## config.mk

```make
export PLATFORM = sky130hd
export DESIGN_NAME = difference_statistics_accumulator
export DESIGN_NICKNAME = d
export VERILOG_FILES = /design/src/rtl/dsa_pkg.sv /design/src/rtl/dsa_front.sv /design/src/rtl/dsa_divider.sv /design/src/rtl/dsa_back.sv /design/src/rtl/difference_statistics_accumulator.sv
export SDC_FILE = /design/constraint.sdc
export NUM_CORES = 2
export LEC_CHECK = 0
export BUFFER_PORTS_ARGS = -buffer_cell sky130_fd_sc_hd__buf_2
export CAP_MARGIN = 10
export CORE_UTILIZATION = 43
export CTS_CLUSTER_DIAMETER = 60
export CTS_CLUSTER_SIZE = 10
export DETAILED_ROUTE_END_ITERATION = 8
export PLACE_DENSITY = 0.59
export SYNTH_ARGS = -nofsm -noshare
export SYNTH_HDL_FRONTEND = slang
export SYNTH_SLANG_ARGS = --single-unit
```

## constraint.sdc

```tcl
create_clock -name clk -period 30.6 [get_ports clk]
set_input_delay 6.12 -clock clk [delete_from_list [all_inputs] [get_ports clk]]
set_output_delay 6.12 -clock clk [all_outputs]
set_load 0.01 [all_outputs]
```

## src/rtl/dsa_pkg.sv

```systemverilog
`default_nettype none
package dsa_pkg;

  localparam int ValW = 32;
  localparam int QDepth = 2;

  typedef struct packed {
    logic              last;
    logic              compare;
    logic              test_bad;
    logic              ref_bad;
    logic signed [31:0] test_value;
    logic signed [31:0] ref_value;
    logic [32:0]       diff;
    logic [15:0]       source_index;
    logic [7:0]        level_index;
  } item_t;

  typedef struct packed {
    logic        start;
    logic [32:0] diff;
    logic [31:0] denom;
  } div_req_t;

  typedef enum logic [1:0] {
    ST_IDLE,
    ST_DIV,
    ST_SQ,
    ST_UPDATE
  } back_state_t;

endpackage
`default_nettype wire

```

## src/rtl/dsa_front.sv

```systemverilog
`default_nettype none
module dsa_front (
  input  wire logic                clk,
  input  wire logic                rst_n,
  input  wire logic                in_valid,
  output logic                     in_ready,
  input  wire logic signed [31:0]  test_value,
  input  wire logic signed [31:0]  ref_value,
  input  wire logic                test_valid,
  input  wire logic                ref_valid,
  input  wire logic [15:0]         source_index,
  input  wire logic [7:0]          level_index,
  input  wire logic                last,
  output logic                     q_valid,
  input  wire logic                q_pop,
  output dsa_pkg::item_t           q_item
);

  dsa_pkg::item_t mem_r [dsa_pkg::QDepth];
  logic           wp_r, rp_r;
  logic [1:0]     cnt_r;
  dsa_pkg::item_t it;
  logic signed [32:0] d;
  logic push;

  always_comb begin
    d = {test_value[31], test_value} - {ref_value[31], ref_value};
    it.last = last;
    it.test_bad = !test_valid;
    it.ref_bad = test_valid && !ref_valid;
    it.compare = test_valid && ref_valid;
    it.test_value = test_value;
    it.ref_value = ref_value;
    it.diff = d[32] ? 33'(-d) : 33'(d);
    it.source_index = source_index;
    it.level_index = level_index;
  end

  assign in_ready = cnt_r != 2'(dsa_pkg::QDepth);
  assign push = in_valid && in_ready;
  assign q_valid = cnt_r != 2'd0;
  assign q_item = mem_r[rp_r];

  always_ff @(posedge clk) begin
    if (push) mem_r[wp_r] <= it;
  end

  always_ff @(posedge clk) begin
    if (!rst_n) begin
      wp_r <= 1'b0;
      rp_r <= 1'b0;
      cnt_r <= 2'd0;
    end else begin
      if (push) wp_r <= !wp_r;
      if (q_pop) rp_r <= !rp_r;
      cnt_r <= cnt_r + 2'(push) - 2'(q_pop);
    end
  end

endmodule
`default_nettype wire

```

## src/rtl/dsa_divider.sv

```systemverilog
`default_nettype none
module dsa_divider (
  input  wire logic       clk,
  input  wire logic       rst_n,
  input  dsa_pkg::div_req_t req,
  output logic            done,
  output logic [31:0]     quotient
);

  logic [48:0] num_r, num_nxt;
  logic [32:0] rem_r, rem_nxt;
  logic [31:0] den_r;
  logic [5:0]  cnt_r, cnt_nxt;
  logic        busy_r, busy_nxt;
  logic [33:0] trial;
  logic        ovf;

  always_comb begin
    rem_nxt = rem_r;
    num_nxt = num_r;
    cnt_nxt = cnt_r;
    busy_nxt = busy_r;
    trial = {rem_r, num_r[48]} - {2'b0, den_r};
    if (busy_r) begin
      num_nxt = {num_r[47:0], !trial[33]};
      rem_nxt = trial[33] ? {rem_r[31:0], num_r[48]} : trial[32:0];
      cnt_nxt = cnt_r - 6'd1;
      if (cnt_r == 6'd1) busy_nxt = 1'b0;
    end
    ovf = num_r[48:32] != 17'd0;
  end

  assign done = !busy_r && cnt_r == 6'd0;
  assign quotient = ovf ? 32'hFFFF_FFFF : num_r[31:0];

  always_ff @(posedge clk) begin
    if (req.start) begin
      num_r <= {req.diff, 16'd0};
      rem_r <= 33'd0;
      den_r <= req.denom;
    end else begin
      num_r <= num_nxt;
      rem_r <= rem_nxt;
    end
  end

  always_ff @(posedge clk) begin
    if (!rst_n) begin
      busy_r <= 1'b0;
      cnt_r <= 6'd0;
    end else if (req.start) begin
      busy_r <= 1'b1;
      cnt_r <= 6'd49;
    end else begin
      busy_r <= busy_nxt;
      cnt_r <= cnt_nxt;
    end
  end

endmodule
`default_nettype wire

```

## src/rtl/dsa_back.sv

```systemverilog
`default_nettype none
module dsa_back (
  input  wire logic        clk,
  input  wire logic        rst_n,
  input  wire logic        q_valid,
  output logic             q_pop,
  input  dsa_pkg::item_t   q_item,
  output logic             out_tvalid,
  input  wire logic        out_tready,
  output logic [383:0]     out_tdata
);

  dsa_pkg::back_state_t st_r, st_nxt;
  dsa_pkg::div_req_t    req;
  logic        div_done;
  logic [31:0] quot;
  logic [31:0] cnt_r, tbad_r, rbad_r, pabs_r, prel_r;
  logic signed [31:0] tlo_r, thi_r, rlo_r, rhi_r;
  logic [63:0] ssum_r, sq_r;
  logic signed [16:0] psrc_r;
  logic signed [8:0]  plev_r;
  logic [31:0] cnt_nxt, tbad_nxt, rbad_nxt, pabs_nxt, prel_nxt;
  logic signed [31:0] tlo_nxt, thi_nxt, rlo_nxt, rhi_nxt;
  logic [63:0] ssum_nxt;
  logic signed [16:0] psrc_nxt;
  logic signed [8:0]  plev_nxt;
  logic [31:0] dclip;
  logic [64:0] sadd;
  logic ov_pending;
  logic [383:0] snap;

  dsa_divider u_div (.clk(clk), .rst_n(rst_n), .req(req), .done(div_done), .quotient(quot));

  assign dclip = q_item.diff[32] ? 32'hFFFF_FFFF : q_item.diff[31:0];
  assign sadd = {1'b0, ssum_r} + {1'b0, sq_r};
  assign ov_pending = out_tvalid && !out_tready;

  always_comb begin
    st_nxt = st_r;
    q_pop = 1'b0;
    req.start = 1'b0;
    req.diff = q_item.diff;
    req.denom = (q_item.ref_value == 32'sd0) ? 32'd1 :
                (q_item.ref_value[31] ? 32'(-q_item.ref_value) : 32'(q_item.ref_value));
    unique case (st_r)
      dsa_pkg::ST_IDLE: begin
        if (q_valid && !(ov_pending && q_item.last)) begin
          if (q_item.compare) begin
            req.start = 1'b1;
            st_nxt = dsa_pkg::ST_DIV;
          end else begin
            q_pop = 1'b1;
          end
        end
      end
      dsa_pkg::ST_DIV: if (div_done) st_nxt = dsa_pkg::ST_SQ;
      dsa_pkg::ST_SQ: st_nxt = dsa_pkg::ST_UPDATE;
      dsa_pkg::ST_UPDATE: begin
        q_pop = 1'b1;
        st_nxt = dsa_pkg::ST_IDLE;
      end
      default: st_nxt = dsa_pkg::ST_IDLE;
    endcase
  end

  always_comb begin
    cnt_nxt = cnt_r;
    tbad_nxt = tbad_r;
    rbad_nxt = rbad_r;
    tlo_nxt = tlo_r;
    thi_nxt = thi_r;
    rlo_nxt = rlo_r;
    rhi_nxt = rhi_r;
    pabs_nxt = pabs_r;
    prel_nxt = prel_r;
    ssum_nxt = ssum_r;
    psrc_nxt = psrc_r;
    plev_nxt = plev_r;
    if (q_item.test_bad && tbad_r != '1) tbad_nxt = tbad_r + 32'd1;
    if (q_item.ref_bad && rbad_r != '1) rbad_nxt = rbad_r + 32'd1;
    if (q_item.compare) begin
      if (cnt_r != '1) cnt_nxt = cnt_r + 32'd1;
      if (q_item.test_value < tlo_r) tlo_nxt = q_item.test_value;
      if (q_item.test_value > thi_r) thi_nxt = q_item.test_value;
      if (q_item.ref_value < rlo_r) rlo_nxt = q_item.ref_value;
      if (q_item.ref_value > rhi_r) rhi_nxt = q_item.ref_value;
      ssum_nxt = (q_item.diff[32] || sadd[64]) ? '1 : sadd[63:0];
      if (dclip > pabs_r) begin
        pabs_nxt = dclip;
        psrc_nxt = {1'b0, q_item.source_index};
        plev_nxt = {1'b0, q_item.level_index};
      end
      if (quot > prel_r) prel_nxt = quot;
    end
    snap = {6'd0, plev_nxt, psrc_nxt, ssum_nxt, prel_nxt, pabs_nxt, rhi_nxt, rlo_nxt,
            thi_nxt, tlo_nxt, rbad_nxt, tbad_nxt, cnt_nxt};
  end

  always_ff @(posedge clk) begin
    if (st_r == dsa_pkg::ST_DIV) sq_r <= dclip * dclip;
  end

  always_ff @(posedge clk) begin
    if (!rst_n) st_r <= dsa_pkg::ST_IDLE;
    else st_r <= st_nxt;
  end

  always_ff @(posedge clk) begin
    if (!rst_n || (q_pop && q_item.last)) begin
      cnt_r <= '0; tbad_r <= '0; rbad_r <= '0; pabs_r <= '0; prel_r <= '0;
      tlo_r <= 32'sh7FFF_FFFF; rlo_r <= 32'sh7FFF_FFFF;
      thi_r <= 32'sh8000_0000; rhi_r <= 32'sh8000_0000;
      ssum_r <= '0; psrc_r <= -17'sd1; plev_r <= -9'sd1;
    end else if (q_pop) begin
      cnt_r <= cnt_nxt;
      tbad_r <= tbad_nxt;
      rbad_r <= rbad_nxt;
      tlo_r <= tlo_nxt;
      thi_r <= thi_nxt;
      rlo_r <= rlo_nxt;
      rhi_r <= rhi_nxt;
      pabs_r <= pabs_nxt;
      prel_r <= prel_nxt;
      ssum_r <= ssum_nxt;
      psrc_r <= psrc_nxt;
      plev_r <= plev_nxt;
    end
  end

  always_ff @(posedge clk) begin
    if (!rst_n) out_tvalid <= 1'b0;
    else if (q_pop && q_item.last) out_tvalid <= 1'b1;
    else if (out_tready) out_tvalid <= 1'b0;
  end

  always_ff @(posedge clk) begin
    if (q_pop && q_item.last) out_tdata <= snap;
  end

endmodule
`default_nettype wire

```

## src/rtl/difference_statistics_accumulator.sv

```systemverilog
`default_nettype none
// Accumulates difference statistics over runs of Q16.16 test/reference pairs and emits one
// totals transaction on the pair marked tlast. A compared pair holds the accumulator while the
// bit-serial relative-difference divider (49 steps) runs; a skipped pair is popped with no divide.
// A two-entry queue decouples the input from the accumulator, and the totals register lets
// the next run start while the result still waits.
module difference_statistics_accumulator (
  input  wire logic         clk,
  input  wire logic         rst_n,
  input  wire logic         in_tvalid,
  output logic              in_tready,
  // test_value[31:0], ref_value[63:32], test_valid[64], ref_valid[65],
  // source_index[81:66], level_index[89:82], zero fill
  input  wire logic [95:0]  in_tdata,
  input  wire logic         in_tlast,
  output logic              out_tvalid,
  input  wire logic         out_tready,
  // pair_count[31:0], test_bad_count[63:32], ref_bad_count[95:64], test_minimum[127:96],
  // test_maximum[159:128], ref_minimum[191:160], ref_maximum[223:192],
  // largest_abs_diff[255:224], largest_rel_diff[287:256], sum_sq_diff[351:288],
  // worst_source[368:352], worst_level[377:369], zero fill
  output logic [383:0]      out_tdata
);

  logic           q_valid, q_pop;
  dsa_pkg::item_t q_item;

  dsa_front u_front (
    .clk(clk), .rst_n(rst_n), .in_valid(in_tvalid), .in_ready(in_tready),
    .test_value(in_tdata[31:0]), .ref_value(in_tdata[63:32]),
    .test_valid(in_tdata[64]), .ref_valid(in_tdata[65]),
    .source_index(in_tdata[81:66]), .level_index(in_tdata[89:82]), .last(in_tlast),
    .q_valid(q_valid), .q_pop(q_pop), .q_item(q_item)
  );

  dsa_back u_back (
    .clk(clk), .rst_n(rst_n), .q_valid(q_valid), .q_pop(q_pop), .q_item(q_item),
    .out_tvalid(out_tvalid), .out_tready(out_tready), .out_tdata(out_tdata)
  );

  a_pop_needs_valid: assert property (@(posedge clk) disable iff (!rst_n) q_pop |-> q_valid)
    else $error("pop from empty queue");
  a_out_holds: assert property (@(posedge clk) disable iff (!rst_n)
    out_tvalid && !out_tready |=> out_tvalid && $stable(out_tdata))
    else $error("result dropped");
  a_no_pop_when_blocked: assert property (@(posedge clk) disable iff (!rst_n)
    out_tvalid && !out_tready |-> !(q_pop && q_item.last))
    else $error("result overwritten");

endmodule
`default_nettype wire
```

== Word-level counts from Yosys, hierarchy flattened ==
Memories as Yosys holds them, arrays and structs flattened. A register that Yosys moved wholly into a read port is not among the register bits.
Index checks and enable logic that the tools add are counted.

* Memories kept: 1
* Input bits: 101
* Logic and storage cells: 140
* Output and inout bits: 386
* Bits in registers: 948
* RAM bits: 250

{| class="wikitable"
|+ Memories
! name !! words !! width !! rd ports !! clocked after memory_dff !! write ports !! RTL line !! RTL
|-
| u_front.mem_r || 2 || 125 || 1 || 1 || 1 || dsa_front.sv:19 || <nowiki>dsa_pkg::item_t mem_r [dsa_pkg::QDepth];</nowiki>
|}

* Magnitude comparators: 6
* Reduce and logical (&&, ||, !) cells: 31
* Eq/ne operators: 11
* Mux-type cells: 50
* $add $sub $neg: 11
* Multiply operators: 1
* Bitwise gates (word level): 2

{| class="wikitable"
|+ Operator list
! kind !! number
|-
| 32-bit 2-to-1 mux || 18
|-
| 32-bit > comparator || 4
|-
| 64-bit 2-to-1 mux || 2
|-
| 49-bit 2-to-1 mux || 2
|-
| 32-bit by 1-bit adder with 32-bit output (second input constant) || 3
|-
| 32-bit != test (second input constant) || 3
|-
| 33-bit 2-to-1 mux || 2
|-
| 64-bit by 64-bit adder with 65-bit output || 1
|-
| 32-bit < comparator || 2
|-
| 32-bit by 32-bit multiplier with 64-bit output || 1
|-
| 17-bit 2-to-1 mux || 2
|-
| 34-bit by 32-bit subtractor with 34-bit output || 1
|-
| 33-bit negation || 1
|-
| 32-bit by 32-bit subtractor with 33-bit output || 1
|-
| 32-bit logical NOT || 1
|-
| 32-bit negation || 1
|-
| 31-bit 2-to-1 mux || 1
|-
| 9-bit 2-to-1 mux || 2
|-
| 17-bit nonzero test || 1
|-
| 1-bit 2-to-1 mux || 14
|-
| 6-bit 2-to-1 mux || 2
|-
| 1-bit logical AND || 10
|-
| 1-bit logical NOT || 9
|-
| 2-bit case mux with 4 select lines || 1
|-
| 17 further kinds || 27
|}

== Logic depth before layout (Yosys ltp) ==
* Depth after elaboration: 9
* Depth in mapped cells: 39
* Mapped depth without buffers: 31

== Hierarchy ==
A second synthesis with hierarchy kept.

* Cells, all modules: 8786
* Area total of the unflattened synthesis: 90209.0 µm²

{| class="wikitable"
|+ Modules (own cells, without submodules)
! module !! times used !! cells each !! area each (µm²)
|-
| dsa_back || 1 || 7210 || 71302.1
|-
| dsa_front || 1 || 823 || 11858.9
|-
| dsa_divider || 1 || 753 || 7048.0
|}

== Least setup slack after synthesis ==
OpenSTA, ideal clock, no wires.

* Kind: input to register
* Start: input out_tready
* End: register u_back.prel_r[1]
* Library setup time: 0.151 ns
* Slack: 5.672 ns
* Path buffers: 3
* Data arrival time: 24.778 ns
* Cell stages on the path: 10
* Cell sequence: o32a_1 -> a31oi_1 -> or2_2 -> clkbuf_1 -> nor2_1 -> nor2b_1 -> clkbuf_1 -> clkbuf_1 -> nand3_1 -> o31ai_1

* Cells in the longest elaborated chain, start to end: 9

{| class="wikitable"
|+ RTL lines
! element !! RTL line !! RTL
|-
| start: declaration || difference_statistics_accumulator.sv:17 || <nowiki>input wire logic out_tready,</nowiki>
|-
| 1-bit logical NOT * || dsa_back.sv:36 || <nowiki>assign ov_pending = out_tvalid && !out_tready;</nowiki>
|-
| 1-bit logical AND * || dsa_back.sv:36 ||
|-
| 1-bit logical AND * || dsa_back.sv:47 || <nowiki>if (q_valid && !(ov_pending && q_item.last)) begin</nowiki>
|-
| 1-bit logical NOT * || dsa_back.sv:47 ||
|-
| 1-bit logical AND * || dsa_back.sv:47 ||
|-
| 1-bit 2-to-1 mux * || dsa_back.sv:47 ||
|-
| 1-bit case mux with 2 select lines * || dsa_back.sv:45 || <nowiki>unique case (st_r)</nowiki>
|-
| 1-bit logical AND || dsa_back.sv:109 || <nowiki>if (!rst_n || (q_pop && q_item.last)) begin</nowiki>
|-
| 1-bit logical OR || dsa_back.sv:109 ||
|-
| end signal: assignment || dsa_back.sv:123 || <nowiki>prel_r <= prel_nxt;</nowiki>
|-
| end: declaration || dsa_back.sv:17 || <nowiki>logic [31:0] cnt_r, tbad_r, rbad_r, pabs_r, prel_r;</nowiki>
|}

Mark *: on every way between the ends. The rest lies on a longest branch, timed or not.
A chain may end at the register's enable or synchronous reset.

==> flow_metrics.py <==
metrics = {
    "sta": {
        "post-route-min-period_ps": 11130,
        "hold_slack_ps": 444,
        "skew_ps": 37.1,
        "timing.max_slew.rel_slack_pct": 16.0,
        "finalCritPeriodShare_pct": 36.4,
        "max_freq_ghz": 0.0898,
        "setup-tns-final_ps": 0,
        "setup_viol": 0,
        "slew_violations": 0,
        "tightest_slew_ps": 1250,
        "hold_viol": 0,
        "rsz0062_at_grt": "no",
    },
    "global_routing": {
        "antenna_found_initial": 42,
        "grt_max_degree": 158,
        "grt-ovfl-total": 0,
        "grt_pass1_wl_um": 392000,
        "first_global_vias": 66800,
        "grt.total_usage_pct": 24.5,
    },
    "run_status": {
        "status": "finished, final reports clean",
    },
    "detailed_routing": {
        "wl_met3_um": 12900,
        "dr.first_iter.drc_count": 4483,
        "top_layer": "met5",
        "vias": 64800,
        "dr_wl_met2_um": 124000,
        "first_pass_iters": 6,
        "drc_errors": 0,
        "postRouteAntennaNets": 0,
        "met1Wirelength_um": 106000,
        "wirelength_um": 255000,
        "via_per_inst": 5.41,
        "wl_per_cell_um": 21.3,
    },
    "worst_setup_path": {
        "slowest_stage": "clkinv_1",
        "crit_path_max_incr_delay_ps": 970,
        "path_delay_family": "adder cells",
        "arrival_ps": 11700,
        "critPathLaunchType": "register",
        "endpoint_kind": "register",
        "crit_type": "reg2reg",
        "path_max_fanout": 45,
        "crit_top_cell": "fa_1",
        "crit_buf_inv": 5,
        "required_ps": 31170,
    },
    "clock_tree": {
        "clockRootBuffer": "clkbuf_16",
        "cts_setup_buffers": 0,
        "cts_buffer_depth": 3,
        "cts_tree": "done",
        "clk_pin_slew_ps": 60,
        "cts_num_sinks": 1198,
        "postCtsHoldBufs": 0,
        "insertion_delay_ps": 820,
        "cts_max_level": 4,
        "cts_buffers": 147,
        "postCtsResizedCells": 0,
    },
    "synthesis": {
        "avgSynthCellArea_sq_um": 10.0,
        "synth_async_sr_flop_share_pct": 0,
        "synth-main-ff-cell": "edfxtp_1",
        "yosysWarnings": 0,
        "syn_inst": 8834,
        "ys_ff_latch": 1198,
        "yosysUniqueCellTypes": 107,
        "synth_area_sq_um": 88600,
        "yosysSeqAreaShare_pct": 35.6,
        "synth_edf_count": 756,
    },
    "placement": {
        "gp_congestion": 0.933,
        "port_buffers": 474,
        "placed_cell_area_sq_um": 93700,
        "dp_hpwl_um": 190000,
    },
    "hold_path": {
        "min_path_type": "reg2reg",
    },
    "job": {
        "maxCapViolCount": 0,
    },
    "cells_and_area": {
        "fin_area_sq_um": 98400,
        "nets": 10700,
        "area_growth_pct": 11.1,
        "drive_gt1_share_pct": 10.6,
    },
    "floorplan": {
        "initial_core_util_pct": 43.3,
        "dieArea_sq_um": 208000,
        "die_w_um": 456,
        "placementRows": 166,
        "ios": 487,
        "die_h_um": 456,
        "core_sq_um": 205000,
    },
}
sequential cells by signal, summed over array words and instances, names as in the netlist, 33 cells and up, named ones only:
signal,count
u_back.u_div.rem_r,33
u_back.sq_r,63
u_front.mem_r,250
u_back.out_tdata,378
u_back.u_div.num_r,49
u_back.ssum_r,64
worst register-to-register path, delay by kind of cell, from the launching register on:
| kind | cells | cell delay, ps |
|---|---|---|
| flops | 1 | 410 |
| compound gates | 6 | 1960 |
| xor+xnor | 1 | 140 |
| buf+inv | 5 | 2110 |
| simple gates | 6 | 1660 |
| mux | 1 | 270 |
| fa+ha+maj | 9 | 4370 |
Yosys cell counts (all sizes together), types with 38 or more instances:
| master | n | area (sq um) |
|---|---|---|
| nor2b | 51 | 319 |
| o31ai | 54 | 410 |
| mux2 | 63 | 709 |
| o21ai | 380 | 1910 |
| nand3 | 171 | 856 |
| a21o | 196 | 1480 |
| edfxtp | 756 | 22700 |
| nand2b | 54 | 338 |
| nor3 | 97 | 485 |
| o21a | 43 | 323 |
| fa | 794 | 15900 |
| nand4 | 95 | 594 |
| clkbuf | 336 | 1280 |
| o221a | 56 | 631 |
| o22a | 57 | 499 |
| a211oi | 91 | 683 |
| buf | 84 | 418 |
| and3 | 48 | 303 |
| xnor2 | 250 | 2190 |
| dfxtp | 442 | 8850 |
| a31oi | 43 | 275 |
| o211ai | 65 | 488 |
| ha | 620 | 7760 |
| nand2 | 664 | 2500 |
| nor2 | 794 | 2990 |
| a211o | 38 | 334 |
| a21oi | 450 | 2260 |
| xor2 | 194 | 1710 |
| mux2i | 179 | 1800 |
| inv | 1347 | 5060 |
path summary, 6_finish.rpt:
kind	start	to	slack, ps	cells after the start
worst min register to register	u_back.psrc_r[16]	u_back.psrc_r[16]	440	2
worst max-delay path	register	u_back.sq_r[63]	19470	28
worst max register to register	register	u_back.sq_r[63]	19470	28
worst min-delay path	u_back.psrc_r[16]	u_back.psrc_r[16]	440	2
through the flow:
stage	instances	setup slack (ps)	utilization, %
3_5_place_dp	11700	19500	45.8
3_3_place_gp	11700	19590	45.8
6_report	12000	19470	48.1
4_1_cts	12000	19510	48.1
5_1_grt	12000	18980	48.1
2_1_floorplan	8839	5670	-
cell usage in the layout (no fill, tap or decap), types with 16 or more instances in the layout:
master,synthesis,final
inv_1,1347,1346
fa_1,794,794
nor2_1,792,785
edfxtp_1,756,756
nand2_1,662,660
ha_1,620,619
buf_2,28,474
a21oi_1,449,448
dfxtp_1,442,440
o21ai_0,370,370
xnor2_1,250,250
xor2_1,193,193
a21o_1,192,192
mux2i_1,177,175
nand3_1,171,170
clkbuf_16,0,150
buf_4,8,111
nor3_1,97,96
nand4_1,95,95
a211oi_1,91,91
clkbuf_1,334,90
o211ai_1,65,65
mux2_2,63,62
o22a_1,57,57
o221a_2,55,55
nand2b_1,54,54
o31ai_1,53,53
nor2b_1,51,50
and3_1,46,45
o21a_1,43,43
a31oi_1,42,41
o21bai_1,37,37
a211o_1,37,36
or3_1,36,36
and2_1,34,33
diode_2,0,21
nor4_1,19,18
a21boi_0,16,16
layout make-up:
type | count | area [sq um]
Fill cell | 18800 | 106000
Multi-Input combinational cell | 5865 | 50500
Sequential cell | 1198 | 31600
Inverter | 1353 | 5080
Clock buffer | 245 | 4160
Tap cell | 2688 | 3360
Timing Repair Buffer | 587 | 3250
Clock inverter | 30 | 463
Antenna cell | 21 | 52.6
layer usage:
metal	global-route usage, %	vias to the layer above
met1	30.8	32300
met3	3.38	498
li1	-	30300
met5	0	-
met4	11.1	12
met2	41.8	1739
logic make-up after synthesis:
| group | after synthesis | share of synthesized area [%] |
|---|---|---|
| flip-flops | 1198 | 35.6 |
| adder cells (fa/ha/maj) | 1414 | 26.7 |
| buffers and inverters | 1776 | 7.71 |
| multiplexers | 242 | 2.83 |
| AO/OA/AOI/OAI | 1633 | 12.1 |
| other | 1 | 0.00423 |
| AND/OR/NAND/NOR | 2126 | 10.7 |
| XOR/XNOR | 444 | 4.40 |
Power is not shown: default switching activity piles up to over one toggle a cycle in this logic, so the estimate is an artifact.
